[config.mk]
export PLATFORM = sky130hd
export DESIGN_NAME = sliding_window_rank_filter_core
export DESIGN_NICKNAME = d
export VERILOG_FILES = /design/src/sv/srf_pkg.sv /design/src/sv/srf_div.sv /design/src/sv/sliding_window_rank_filter_core.sv
export SDC_FILE = /design/constraint.sdc
export NUM_CORES = 2
export LEC_CHECK = 0
export ABC_AREA = 1
export BUFFER_PORTS_ARGS = -buffer_cell sky130_fd_sc_hd__buf_4
export CORE_MARGIN = 2
export CORE_UTILIZATION = 58
export DETAILED_ROUTE_END_ITERATION = 16
export PLACE_DENSITY_LB_ADDON = 0.3
export SYNTH_ARGS = -nofsm -noshare
export SYNTH_HDL_FRONTEND = slang
export SYNTH_SLANG_ARGS = --single-unit
[constraint.sdc]
create_clock -name clk_i -period 5.4 [get_ports clk_i]
set_input_delay 0.54 -clock clk_i [delete_from_list [all_inputs] [get_ports clk_i]]
set_output_delay 0.54 -clock clk_i [all_outputs]
set_load 0.02 [all_outputs]
[src/sv/srf_pkg.sv]
// shared types and codes of the sliding window rank filter
package srf_pkg;

  // request codes carried in req_type
  localparam logic [1:0] REQ_SAMPLE = 2'd0;
  localparam logic [1:0] REQ_WEIGHT = 2'd1;
  localparam logic [1:0] REQ_FILL   = 2'd2;
  localparam logic [1:0] REQ_NONE   = 2'd3;

  // filter modes
  localparam logic [1:0] MODE_TMEAN  = 2'd0;
  localparam logic [1:0] MODE_MEDIAN = 2'd1;
  localparam logic [1:0] MODE_WSUM   = 2'd2;
  localparam logic [1:0] MODE_NONE   = 2'd3;

  // configuration port
  localparam int unsigned CFG_IDX_W  = 2;
  localparam int unsigned CFG_DATA_W = 8;
  localparam logic [CFG_IDX_W-1:0] CFG_FILTER_MODE = 2'd0;
  localparam logic [CFG_IDX_W-1:0] CFG_TRIM_COUNT  = 2'd1;
  localparam logic [CFG_IDX_W-1:0] CFG_SPARE_2     = 2'd2;
  localparam logic [CFG_IDX_W-1:0] CFG_SPARE_3     = 2'd3;

  localparam int unsigned MODE_W = 2;
  localparam int unsigned TRIM_W = 5;

  typedef struct packed {
    logic        [1:0]  req_type;
    logic signed [15:0] sample;
    logic        [5:0]  weight_index;
    logic signed [15:0] weight_value;
  } in_beat_t;

  typedef struct packed {
    logic signed [31:0] filtered;
    logic               saturated;
  } out_beat_t;

endpackage

[src/sv/srf_div.sv]
// restoring serial divider, one quotient bit per cycle
module srf_div #(
  parameter int unsigned DVD_W = 30,
  parameter int unsigned DVS_W = 7
) (
  input  logic             clk_i,
  input  logic             rst_ni,
  input  logic             start_i,
  input  logic [DVD_W-1:0] dividend_i,
  input  logic [DVS_W-1:0] divisor_i,
  output logic             busy_o,
  output logic             done_o,
  output logic [DVD_W-1:0] quotient_o
);

  localparam int unsigned CW = $clog2(DVD_W + 1);

  logic [DVD_W-1:0] q_q;
  logic [DVS_W-1:0] rem_q, dvs_q;
  logic [CW-1:0]    cnt_q;
  logic             busy_q, done_q;
  logic [DVS_W:0]   trial;
  logic             ge;
  logic [DVS_W-1:0] rem_d;

  // one trial subtraction per cycle
  always_comb begin
    trial = {rem_q, q_q[DVD_W-1]};
    ge    = trial >= {1'b0, dvs_q};
    if (ge) begin
      rem_d = DVS_W'(trial - {1'b0, dvs_q});
    end else begin
      rem_d = trial[DVS_W-1:0];
    end
  end

  // control
  always_ff @(posedge clk_i or negedge rst_ni) begin
    if (!rst_ni) begin
      busy_q <= 1'b0;
      done_q <= 1'b0;
      cnt_q  <= '0;
    end else begin
      done_q <= 1'b0;
      if (start_i && !busy_q) begin
        busy_q <= 1'b1;
        cnt_q  <= CW'(DVD_W);
      end else if (busy_q) begin
        cnt_q <= cnt_q - 1'b1;
        if (cnt_q == CW'(1)) begin
          busy_q <= 1'b0;
          done_q <= 1'b1;
        end
      end
    end
  end

  // datapath
  always_ff @(posedge clk_i) begin
    if (start_i && !busy_q) begin
      q_q   <= dividend_i;
      rem_q <= '0;
      dvs_q <= divisor_i;
    end else if (busy_q) begin
      q_q   <= {q_q[DVD_W-2:0], ge};
      rem_q <= rem_d;
    end
  end

  assign busy_o     = busy_q;
  assign done_o     = done_q;
  assign quotient_o = q_q;

endmodule

[src/sv/sliding_window_rank_filter_core.sv]
// sliding window rank filter: ring of samples with ranks, mean / median / weighted sum
//
// Input beats arrive on in_valid_i/in_ready_o. A sample beat replaces the oldest
// slot, re-ranks it and yields one result beat on out_valid_o/out_ready_i. A
// weight beat writes one rank weight; a fill beat sweeps the window. Neither
// yields a result. A sample goes through two walks over the window memories
// (counting, then rank update with accumulation, through the shared multiplier
// in weighted sum mode) and, in trimmed mean mode when the trim leaves slots,
// through the serial divider.
// in_ready_o is high only while the sequencer is idle, one item at a time.
// The result sits in an output register, so the next item can be taken while
// it waits; a later result holds the sequencer until that register is free.
// After reset a clearing pass writes zero samples, identity ranks and zero weights;
// in_ready_o stays low during it. The configuration port (cfg_valid_i/cfg_ready_o)
// is always ready; the user must write it only while idle; the block does not check.
module sliding_window_rank_filter_core #(
  parameter int unsigned WINDOW = 64
) (
  input  logic                              clk_i,
  input  logic                              rst_ni,
  input  logic                              in_valid_i,
  output logic                              in_ready_o,
  input  srf_pkg::in_beat_t                 in_beat_i,
  output logic                              out_valid_o,
  input  logic                              out_ready_i,
  output srf_pkg::out_beat_t                out_beat_o,
  input  logic                              cfg_valid_i,
  output logic                              cfg_ready_o,
  input  logic [srf_pkg::CFG_IDX_W-1:0]     cfg_idx_i,
  input  logic [srf_pkg::CFG_DATA_W-1:0]    cfg_data_i
);

  localparam int unsigned IDX_W = (WINDOW > 2) ? $clog2(WINDOW) : 1;
  localparam int unsigned CNT_W = $clog2(WINDOW + 3);
  localparam int unsigned TW    = (CNT_W > 6) ? CNT_W : 6;
  localparam int unsigned ACC_W = 32 + IDX_W;
  localparam int unsigned DVD_W = 24 + IDX_W;
  localparam int unsigned HALF  = WINDOW / 2;
  localparam bit          W_ODD = (WINDOW % 2) == 1;

  localparam logic [3:0] ST_CLR   = 4'd0;
  localparam logic [3:0] ST_IDLE  = 4'd1;
  localparam logic [3:0] ST_FILL  = 4'd2;
  localparam logic [3:0] ST_RDR   = 4'd3;
  localparam logic [3:0] ST_RGET  = 4'd4;
  localparam logic [3:0] ST_PASSA = 4'd5;
  localparam logic [3:0] ST_NR    = 4'd6;
  localparam logic [3:0] ST_PASSB = 4'd7;
  localparam logic [3:0] ST_EVAL  = 4'd8;
  localparam logic [3:0] ST_DIV   = 4'd9;
  localparam logic [3:0] ST_DONE  = 4'd10;

  // memories
  logic signed [15:0] val_mem [WINDOW];
  logic [IDX_W-1:0]   rank_mem [WINDOW];
  logic signed [15:0] w_mem [WINDOW];

  logic [3:0]          state_q, state_d;
  logic [CNT_W-1:0]    cnt_q;
  logic [IDX_W-1:0]    oldest_q;
  logic [srf_pkg::MODE_W-1:0] mode_q;
  logic [srf_pkg::TRIM_W-1:0] trim_q;
  logic signed [15:0]  smp_q;
  logic [IDX_W-1:0]    r_q, nr_q;
  logic [CNT_W-1:0]    up_q, down_q;
  logic signed [ACC_W-1:0] acc_q, term_q;
  logic                v1_q, v2_q, v3_q;
  logic [IDX_W-1:0]    i1_q;
  logic signed [15:0]  rd_val_q, x2_q, rd_w_q;
  logic [IDX_W-1:0]    rd_rank_q;
  logic                sel2_q;
  logic signed [31:0]  res_q;
  logic                sat_q, neg_q;
  logic                out_valid_q;
  srf_pkg::out_beat_t  out_q;

  logic                in_acc;
  logic [IDX_W-1:0]    cnt_idx, rd_addr, newk, w_rd_addr;
  logic                issue;
  logic signed [15:0]  x1;
  logic                sel1;
  logic [TW-1:0]       win_c, two_trim, hi_c, k_ext, trim_ext;
  logic                overtrim;
  logic [CNT_W-1:0]    nr_full;
  logic signed [31:0]  prod;
  logic signed [ACC_W-1:0] abs_acc, sh_acc;
  logic [DVD_W-1:0]    dividend, quot;
  logic                div_start, div_busy, div_done;
  logic                out_load;

  assign in_ready_o  = state_q == ST_IDLE;
  assign in_acc      = in_valid_i && in_ready_o;
  assign cfg_ready_o = 1'b1;
  assign cnt_idx     = cnt_q[IDX_W-1:0];
  assign issue       = ((state_q == ST_PASSA) || (state_q == ST_PASSB)) &&
                       (cnt_q < CNT_W'(WINDOW));
  assign rd_addr     = (state_q == ST_RDR) ? oldest_q : cnt_idx;

  // window bounds from trim
  always_comb begin
    win_c    = TW'(WINDOW);
    trim_ext = TW'(trim_q);
    two_trim = TW'({trim_q, 1'b0});
    overtrim = two_trim >= win_c;
    hi_c     = win_c - trim_ext;
  end

  // new rank after insertion
  assign nr_full = CNT_W'(r_q) + up_q - down_q;

  // rank update and term selection for the second walk
  always_comb begin
    newk = rd_rank_q;
    x1   = rd_val_q;
    if (i1_q == oldest_q) begin
      newk = nr_q;
      x1   = smp_q;
    end else if ((nr_q > r_q) && (rd_rank_q > r_q) && (rd_rank_q <= nr_q)) begin
      newk = rd_rank_q - 1'b1;
    end else if ((nr_q < r_q) && (rd_rank_q >= nr_q) && (rd_rank_q < r_q)) begin
      newk = rd_rank_q + 1'b1;
    end
    k_ext = TW'(newk);
    case (mode_q)
      srf_pkg::MODE_TMEAN, srf_pkg::MODE_WSUM: begin
        sel1 = (k_ext >= trim_ext) && (k_ext < hi_c);
      end
      srf_pkg::MODE_MEDIAN: begin
        sel1 = (k_ext == TW'(HALF)) || (!W_ODD && (k_ext == TW'(HALF - 1)));
      end
      default: begin
        sel1 = 1'b0;
      end
    endcase
    w_rd_addr = newk;
  end

  // sample and rank memories
  always_ff @(posedge clk_i) begin
    rd_val_q  <= val_mem[rd_addr];
    rd_rank_q <= rank_mem[rd_addr];
    if ((state_q == ST_CLR) || (state_q == ST_FILL)) begin
      val_mem[cnt_idx]  <= (state_q == ST_CLR) ? 16'sd0 : smp_q;
      rank_mem[cnt_idx] <= cnt_idx;
    end else if (state_q == ST_PASSB && v1_q) begin
      rank_mem[i1_q] <= newk;
      if (i1_q == oldest_q) begin
        val_mem[i1_q] <= smp_q;
      end
    end
  end

  // weight memory
  always_ff @(posedge clk_i) begin
    rd_w_q <= w_mem[w_rd_addr];
    if (state_q == ST_CLR) begin
      w_mem[cnt_idx] <= 16'sd0;
    end else if (in_acc && (in_beat_i.req_type == srf_pkg::REQ_WEIGHT) &&
                 (TW'(in_beat_i.weight_index) < win_c)) begin
      w_mem[IDX_W'(in_beat_i.weight_index)] <= in_beat_i.weight_value;
    end
  end

  // shared multiplier stage
  assign prod = rd_w_q * x2_q;

  // walk pipeline and datapath registers
  always_ff @(posedge clk_i) begin
    i1_q   <= cnt_idx;
    x2_q   <= x1;
    sel2_q <= sel1;
    if (mode_q == srf_pkg::MODE_WSUM) begin
      term_q <= sel2_q ? ACC_W'(prod) : '0;
    end else begin
      term_q <= sel2_q ? ACC_W'(x2_q) : '0;
    end
    if (in_acc) begin
      smp_q <= in_beat_i.sample;
    end
    if (state_q == ST_RGET) begin
      r_q <= rd_rank_q;
    end
    if (state_q == ST_NR) begin
      nr_q <= nr_full[IDX_W-1:0];
    end
  end

  // valid flags of the walk pipeline
  always_ff @(posedge clk_i or negedge rst_ni) begin
    if (!rst_ni) begin
      v1_q <= 1'b0;
      v2_q <= 1'b0;
      v3_q <= 1'b0;
    end else begin
      v1_q <= issue;
      v2_q <= v1_q && (state_q == ST_PASSB);
      v3_q <= v2_q;
    end
  end

  // counting walk and accumulator
  always_ff @(posedge clk_i or negedge rst_ni) begin
    if (!rst_ni) begin
      up_q   <= '0;
      down_q <= '0;
      acc_q  <= '0;
    end else if (state_q == ST_RGET) begin
      up_q   <= '0;
      down_q <= '0;
      acc_q  <= '0;
    end else begin
      if (state_q == ST_PASSA && v1_q && (i1_q != oldest_q)) begin
        if ((rd_rank_q > r_q) && (rd_val_q < smp_q)) begin
          up_q <= up_q + 1'b1;
        end
        if ((rd_rank_q < r_q) && (rd_val_q > smp_q)) begin
          down_q <= down_q + 1'b1;
        end
      end
      if (v3_q) begin
        acc_q <= acc_q + term_q;
      end
    end
  end

  // result forming
  always_comb begin
    abs_acc  = acc_q[ACC_W-1] ? -acc_q : acc_q;
    dividend = {abs_acc[DVD_W-9:0], 8'd0};
    sh_acc   = acc_q >>> 6;
  end

  assign div_start = (state_q == ST_EVAL) && (mode_q == srf_pkg::MODE_TMEAN) && !overtrim;

  srf_div #(
    .DVD_W(DVD_W),
    .DVS_W(CNT_W)
  ) u_div (
    .clk_i     (clk_i),
    .rst_ni    (rst_ni),
    .start_i   (div_start),
    .dividend_i(dividend),
    .divisor_i (CNT_W'(win_c - two_trim)),
    .busy_o    (div_busy),
    .done_o    (div_done),
    .quotient_o(quot)
  );

  always_ff @(posedge clk_i) begin
    if (state_q == ST_EVAL) begin
      neg_q <= acc_q[ACC_W-1];
      res_q <= '0;
      sat_q <= 1'b0;
      case (mode_q)
        srf_pkg::MODE_MEDIAN: begin
          res_q <= W_ODD ? 32'(acc_q <<< 8) : 32'(acc_q <<< 7);
        end
        srf_pkg::MODE_WSUM: begin
          if (!overtrim) begin
            if (sh_acc > ACC_W'(32'sh7fffffff)) begin
              res_q <= 32'sh7fffffff;
              sat_q <= 1'b1;
            end else if (sh_acc < -ACC_W'(33'sh80000000)) begin
              res_q <= 32'sh80000000;
              sat_q <= 1'b1;
            end else begin
              res_q <= 32'(sh_acc);
            end
          end
        end
        default: begin
          res_q <= '0;
        end
      endcase
    end else if (state_q == ST_DIV && div_done) begin
      res_q <= neg_q ? -32'(quot) : 32'(quot);
    end
  end

  // sequencer
  always_comb begin
    state_d = state_q;
    case (state_q)
      ST_CLR: begin
        if (cnt_q == CNT_W'(WINDOW - 1)) state_d = ST_IDLE;
      end
      ST_IDLE: begin
        if (in_acc) begin
          case (in_beat_i.req_type)
            srf_pkg::REQ_SAMPLE: state_d = ST_RDR;
            srf_pkg::REQ_FILL:   state_d = ST_FILL;
            default:             state_d = ST_IDLE;
          endcase
        end
      end
      ST_FILL: begin
        if (cnt_q == CNT_W'(WINDOW - 1)) state_d = ST_IDLE;
      end
      ST_RDR:   state_d = ST_RGET;
      ST_RGET:  state_d = ST_PASSA;
      ST_PASSA: begin
        if (cnt_q == CNT_W'(WINDOW)) state_d = ST_NR;
      end
      ST_NR:    state_d = ST_PASSB;
      ST_PASSB: begin
        if (cnt_q == CNT_W'(WINDOW + 2)) state_d = ST_EVAL;
      end
      ST_EVAL:  state_d = div_start ? ST_DIV : ST_DONE;
      ST_DIV: begin
        if (div_done) state_d = ST_DONE;
      end
      ST_DONE: begin
        if (out_load) state_d = ST_IDLE;
      end
      default:  state_d = ST_IDLE;
    endcase
  end

  assign out_load = (state_q == ST_DONE) && (!out_valid_q || out_ready_i);

  always_ff @(posedge clk_i or negedge rst_ni) begin
    if (!rst_ni) begin
      state_q  <= ST_CLR;
      cnt_q    <= '0;
      oldest_q <= '0;
    end else begin
      state_q <= state_d;
      if (state_d != state_q) begin
        cnt_q <= '0;
      end else begin
        cnt_q <= cnt_q + 1'b1;
      end
      if (state_q == ST_FILL) begin
        oldest_q <= '0;
      end else if (state_q == ST_PASSB && state_d == ST_EVAL) begin
        oldest_q <= (oldest_q == IDX_W'(WINDOW - 1)) ? '0 : oldest_q + 1'b1;
      end
    end
  end

  // configuration registers
  always_ff @(posedge clk_i or negedge rst_ni) begin
    if (!rst_ni) begin
      mode_q <= srf_pkg::MODE_MEDIAN;
      trim_q <= '0;
    end else if (cfg_valid_i && cfg_ready_o) begin
      case (cfg_idx_i)
        srf_pkg::CFG_FILTER_MODE: mode_q <= cfg_data_i[srf_pkg::MODE_W-1:0];
        srf_pkg::CFG_TRIM_COUNT:  trim_q <= cfg_data_i[srf_pkg::TRIM_W-1:0];
        default: ;
      endcase
    end
  end

  // output register
  always_ff @(posedge clk_i or negedge rst_ni) begin
    if (!rst_ni) begin
      out_valid_q <= 1'b0;
    end else if (out_load) begin
      out_valid_q <= 1'b1;
    end else if (out_ready_i) begin
      out_valid_q <= 1'b0;
    end
  end

  always_ff @(posedge clk_i) begin
    if (out_load) begin
      out_q.filtered  <= res_q;
      out_q.saturated <= sat_q;
    end
  end

  assign out_valid_o = out_valid_q;
  assign out_beat_o  = out_q;

  // new rank stays inside the window
  a_nr_range: assert property (@(posedge clk_i) disable iff (!rst_ni)
    (state_q == ST_NR) |-> (nr_full < CNT_W'(WINDOW)))
    else $error("new rank out of window");

  // counts cover at most the other slots
  a_cnt_sum: assert property (@(posedge clk_i) disable iff (!rst_ni)
    (state_q == ST_NR) |-> ((up_q + down_q) < CNT_W'(WINDOW)))
    else $error("rank move counts too large");

  // divider runs only under the divide step
  a_div_busy: assert property (@(posedge clk_i) disable iff (!rst_ni)
    div_busy |-> (state_q == ST_DIV))
    else $error("divider busy outside divide step");

  // finished result waits while the output register is held
  a_done_hold: assert property (@(posedge clk_i) disable iff (!rst_ni)
    ((state_q == ST_DONE) && out_valid_q && !out_ready_i) |=> (state_q == ST_DONE))
    else $error("result dropped while output stalled");

endmodule
== Yosys cells after proc, flatten, opt, wreduce, memory -nomap -nowiden ==
Memory sizes are Yosys's and may differ from the RTL's. A register that Yosys moved wholly into a read port is not among the register bits.
Cells that the tools add are included.

* Flip-flop bits (word level): 287
* RAM bits: 2432
* Bits of input ports: 55
* Output and inout bits: 36
* Logic and storage cells: 213
* Memories kept: 3

{| class="wikitable"
|+ Memory list
! name !! words !! width !! read ports !! clocked after Yosys merged registers in !! wr ports !! RTL line !! source
|-
| val_mem || 64 || 16 || 1 || 1 || 1 || sliding_window_rank_filter_core.sv:54 || <nowiki>logic signed [15:0] val_mem [WINDOW];</nowiki>
|-
| w_mem || 64 || 16 || 1 || 1 || 1 || sliding_window_rank_filter_core.sv:56 || <nowiki>logic signed [15:0] w_mem [WINDOW];</nowiki>
|-
| rank_mem || 64 || 6 || 1 || 1 || 1 || sliding_window_rank_filter_core.sv:55 || <nowiki>logic [IDX_W-1:0] rank_mem [WINDOW];</nowiki>
|}

* Add/subtract/negate cells: 15
* $mul: 1
* Order comparisons: 15
* Equality and inequality tests: 26
* Mux-type cells: 76
* Reductions and logical operators: 46

{| class="wikitable"
|+ Operators with widths
! kind !! number
|-
| 2-to-1 mux 38 bit || 5
|-
| 2-to-1 mux 32 bit || 5
|-
| 2-to-1 mux 6 bit || 11
|-
| 2-to-1 mux 16 bit || 4
|-
| case mux 32 bit (2 select lines) || 1
|-
| 2-to-1 mux 30 bit || 2
|-
| 2-to-1 mux 7 bit || 8
|-
| case mux 4 bit (10 select lines) || 1
|-
| adder 38 bit || 1
|-
| greater-than comparator 32 bit, second input constant || 1
|-
| < comparator 32 bit, second input constant || 1
|-
| multiplier 16 x 16 -> 32 bit || 1
|-
| negator 30 -> 32 bit || 1
|-
| OR reduction 16 bit || 2
|-
| 2-to-1 mux 1 bit || 27
|-
| 2-to-1 mux 4 bit || 6
|-
| 2-to-1 mux 22 bit || 1
|-
| negator 22 bit || 1
|-
| adder 7 x 1 -> 7 bit, second input constant || 3
|-
| logical AND 1 bit || 19
|-
| equality test 4 x 3 -> 1 bit, second input constant || 4
|-
| equality test 4 bit, second input constant || 4
|-
| greater-than comparator 16 bit || 1
|-
| < comparator 16 bit || 1
|-
| other kinds (41) || 68
|}

== Logic depth before layout (Yosys ltp) ==
* Depth in word-level cells: 9
* Mapped depth: 29

== Cells and area by module ==
From an unflattened synthesis, not the netlist that was laid out.

* Cell total of the unflattened synthesis: 11825
* Area total of the unflattened synthesis: 128281.8 um^2

{| class="wikitable"
|+ By module, submodules not included
! module !! times used !! cells each !! area an instance (um^2) !! sequential area each (um^2)
|-
| sliding_window_rank_filter_core || 1 || 11540 || 125760.6 || 79697.7
|-
| srf_div || 1 || 285 || 2521.2 || 1426.4
|}

== Least setup slack after synthesis ==
OpenSTA, ideal clock, no wires.

* Path kind: register -> register
* From: register x2_q[5]
* To: register term_q[29]
* Library setup time: 0.126 ns
* Arrival time: 5.668 ns
* Required time: 5.274 ns
* Setup slack: -0.394 ns
* Cell stages (with the launch flop): 24
* Period minus slack after synthesis: 5.794 ns
* Cell sequence: dfxtp_1 > clkbuf_1 > clkbuf_1 > nand2_1 > fa_1 > inv_1 > fa_1 > fa_1 > fa_1 > fa_1 > inv_1 > fa_1 > inv_1 > ha_1 > nand2_1 > nor4_1 > nand3_1 > nand3_1 > a21o_1 > nand2_1 > nand2_1 > a21oi_1 > o21ai_0 > nand2_1

* Longest elaborated chain between the ends: 3

{| class="wikitable"
|+ RTL lines
! element !! RTL line !! source
|-
| from (decl) || sliding_window_rank_filter_core.sv:69 || <nowiki>logic signed [15:0] rd_val_q, x2_q, rd_w_q;</nowiki>
|-
| from (signal assigned) || sliding_window_rank_filter_core.sv:170 || <nowiki>x2_q <= x1;</nowiki>
|-
| multiplier 16 x 16 -> 32 bit || sliding_window_rank_filter_core.sv:165 || <nowiki>assign prod = rd_w_q * x2_q;</nowiki>
|-
| 2-to-1 mux 38 bit || sliding_window_rank_filter_core.sv:173 || <nowiki>term_q <= sel2_q ? ACC_W'(prod) : '0;</nowiki>
|-
| 2-to-1 mux 38 bit || sliding_window_rank_filter_core.sv:172 || <nowiki>if (mode_q == srf_pkg::MODE_WSUM) begin</nowiki>
|-
| to (signal assigned) || sliding_window_rank_filter_core.sv:173 ||
|-
| to (signal assigned) || sliding_window_rank_filter_core.sv:175 || <nowiki>term_q <= sel2_q ? ACC_W'(x2_q) : '0;</nowiki>
|-
| to (decl) || sliding_window_rank_filter_core.sv:66 || <nowiki>logic signed [ACC_W-1:0] acc_q, term_q;</nowiki>
|}

Every way passes these cells.
A chain may end at the register's enable or synchronous reset.

== Worst setup path after layout ==
* From: register rd_w_q[15], read port of w_mem
* To: register term_q[29]

* Longest elaborated chain between the ends: 3

{| class="wikitable"
|+ RTL lines
! element !! RTL line
|-
| from (decl) || sliding_window_rank_filter_core.sv:69
|-
| multiplier 16 x 16 -> 32 bit || sliding_window_rank_filter_core.sv:165
|-
| 2-to-1 mux 38 bit || sliding_window_rank_filter_core.sv:173
|-
| 2-to-1 mux 38 bit || sliding_window_rank_filter_core.sv:172
|}

Every way passes these cells.

==> metrics <==
die area 224100 um2; Placed Area 134500 um2; min Tclk post-route 5.608 ns; Die Y 473.4 um; Crit path top cell by count fa_1; leading register cell type out of synthesis edfxtp_1; design area 145300 um2; num rows 172; first-pass GRT wire length 543.4 mm; initial antenna violation count 12; Placed Cells 14.70k; cell family with most CP delay adder cells; total CTS buffers 299; FF-to-FF setup slack -0.21 ns; Worst path max stage delay 0.63 ns; die span in x 473.4 um; I/O Pins 91; status complete, but fails checks; HPWL after DPL 224.7 mm; Crit Path Max Fanout 7; crit-path cells buf_4, nand2_4, inv_2, fa_2, buf_4, fa_1, fa_1, fa_1, fa_1, inv_1, fa_1, inv_1, ha_4, nand2_1, nor4_4, buf_4, nand2_4, nand3_4, a21o_1, nand2_1, nand2_1, a21oi_1, o21ai_1, nand2_1; area grow syn2layout 13.69%; total routed wirelength 361.8 mm; Max-slew headroom 11.92%; DR DRC count 0; worst slew pin tran 1.321 ns; Routed WL per cell 23.65 um; hold slack final 0.08366 ns; Starting Density 58.27%; nets 12.72k; Synth Register Bits 2748; Cells after Synth 11.85k; syn_nets 12.37k; worst setup slack after layout -0.2078 ns; post-synthesis sequential area ratio 63.40%; Post-Layout Cell Count 15.30k; Reg area 81090 um2; CTS root buf clkbuf_16; vias per cell 6.027; setup TNS -1.123 ns; clk_skew 0.07872 ns; Worst Setup Start Kind flop; Final ANT Viol Nets 0; CP Class reg -> reg; CORE AREA 219300 um2; Sink Count 2748; Layout fillers 15.84k; worst hold path class in -> reg; layout cells sized above 1 11.02%; Post-synth EDFFs 2555; gpl congestion 0.9480; largest net degree at the start of global routing 236; CTS tree yes; Port-buffer cells 86; syn_area_per_cell 10.78 um2; Final Cycle Share 103.8%; Max Root-Sink Buffers 4; FFs w/ async S/R, synth 3.093%; Clock Latency Late Sink 0.96 ns; vias in the first global route 89.27k; count of cell types in the netlist 60; failing checks negative setup slack; CP required 6.16 ns; Starting DRT DRC Count 13.19k; fin. max-slew vios 0; synthesized cell area 127800 um2; Hold Fails Final Rpt 0; Multi-input gate area 38310 um2; GRT Total Usage 31.97%; grt total ovfl 0; Vias 92.18k; unrepaired setup endpoints after global routing true; yosys warns 0; clk slew on worst S/H paths 0.06 ns; Pre-antenna DRT Iters 9; Slowest-stage cell, CP fa_2; CP Data Arrival Time 6.37 ns; Max Fclk 0.1783 GHz; htree depth 5; final count of negative-setup-slack endpoints 11; CP endpoint kind flop; Buf+Inv Stages, Crit Path 6; max-cap violation count 0
-- metal layers --
metal,vias up,GRT usage [%],share of wire [%]
li1,41110,-,-
met5,-,0,0.0055
met2,5428,49.49,46
met1,44780,44.92,39
met3,855,5.595,11
met4,4,13.62,4.4
-- layout by cell type, fill, tap and decap left out, drive strengths merged, types with 43 or more instances in the layout --
master  Yosys  routed
nand2    1753    1753
clkbuf    390     376
o221ai    203     203
ha        192     192
dfrtp      84      84
nor2     1117    1117
clkinv      3     104
buf       247     667
edfxtp   2555    2555
nand3    1300    1300
dfxtp     108     108
a21oi     182     182
inv      1867    1878
nor3       43      43
o22ai     207     207
o211ai    185     185
fa        269     269
o21ai     915     915
-- cells in the mapped netlist, types with 5 or more instances --
cell type  instances  area share, %
buf_1             29          0.085
xor2_1            33           0.23
nor3_1            43           0.17
a22oi_1            8          0.047
nand4_1           37           0.18
buf_2            200           0.78
o211ai_1         185            1.1
o21ai_0          896            3.5
o22ai_1          207            1.0
a21o_1             9          0.053
nand2_1         1747            5.1
a31oi_1           25           0.12
o221ai_1         203            1.4
nand2_2            5          0.024
buf_6             13           0.11
inv_2             13          0.038
edfxtp_1        2555             60
ha_1             192            1.9
o21ai_1           14          0.055
dfrtp_1           84            1.6
fa_1             269            4.2
a21oi_1          181           0.71
inv_1           1854            5.4
nor4_1            27           0.13
nand3_1         1297            5.1
clkbuf_1         390            1.1
buf_4              5          0.029
o32ai_1            5          0.034
nor2_1          1114            3.3
o21a_1             6          0.035
o31ai_1            9          0.053
xnor2_1           16           0.11
o21ai_2            5          0.034
a32o_1             5          0.039
or2_2             12          0.059
dfxtp_1          108            1.7
a21boi_0          10          0.059
-- cells by family (layout without fill, tap and decap cells) --
group	count (synthesis)	count (layout)	share of synthesized area [%]
other	2	9	0.005877
flip-flops	2748	2748	63.40
XOR/XNOR	49	49	0.3358
multiplexers	1	1	0.008811
buffers and inverters	2507	3073	7.651
adder cells (fa/ha/maj)	461	461	6.094
AO/OA/AOI/OAI	1781	1781	8.330
AND/OR/NAND/NOR	4303	4303	14.18
-- worst paths after layout --
path                       cells past startpoint                    end                from
min reg2reg                                    0         v3_q$_DFF_PN0_      v2_q$_DFF_PN0_
min                                            3  mode_q[1]$_DFFE_PN0P_       cfg_data_i[1]
max                                           24     term_q[29]$_DFF_P_  rd_w_q[15]$_DFF_P_
max reg2reg                                   24     term_q[29]$_DFF_P_  rd_w_q[15]$_DFF_P_
min in group asynchronous                      2         v3_q$_DFF_PN0_              rst_ni
max in group asynchronous                      3  acc_q[24]$_DFFE_PN0P_              rst_ni
-- sequential cells by signal, indices dropped and copies added (netlist names), 30 cells and up --
signal and count:
acc_q 38, out_beat_o 33, rank_mem 384, res_q 32, term_q 32, u_div.quotient_o 30
val_mem 1024, w_mem 1024
-- layout make-up --
| class | count | share of cell area, % |
|---|---|---|
| Timing Repair Buffer | 689 | 4.155 |
| Clock inverter | 138 | 0.8457 |
| Tap cell | 2871 | 2.473 |
| Inverter | 1870 | 4.846 |
| Multi-Input combinational cell | 6597 | 26.37 |
| Clock buffer | 376 | 5.485 |
| Sequential cell | 2748 | 55.81 |
| Antenna cell | 7 | 0.01206 |
-- through the flow --
stage                     setup WS [ns]  utilization (%)
after floorplan               0.0008784                -
after global placement          -0.4921            61.31
after detailed placement        -0.4661            61.31
after CTS                       -0.1957            66.03
after global routing            -0.4073            66.25
final                           -0.2078            66.25
-- what timing repair did --
action                                 in CTS  in global routing
setup endpoints to repair                  20                 22
gates cloned                                1                  0
gates resized for setup                   204                 97
buffers inserted                           31                 26
endpoints found under the hold margin      60                  0
hold buffers                               22                  0
pin swaps                                 111                 86
-- worst min-delay path, stage by stage --
cell and delay, ns:
buf_4 0.08, inv_1 0.14, o21ai_0 0.20
Power is left out: the tool's default activity adds up to more than one toggle a clock period on the data nets, which glitch-free logic cannot reach.
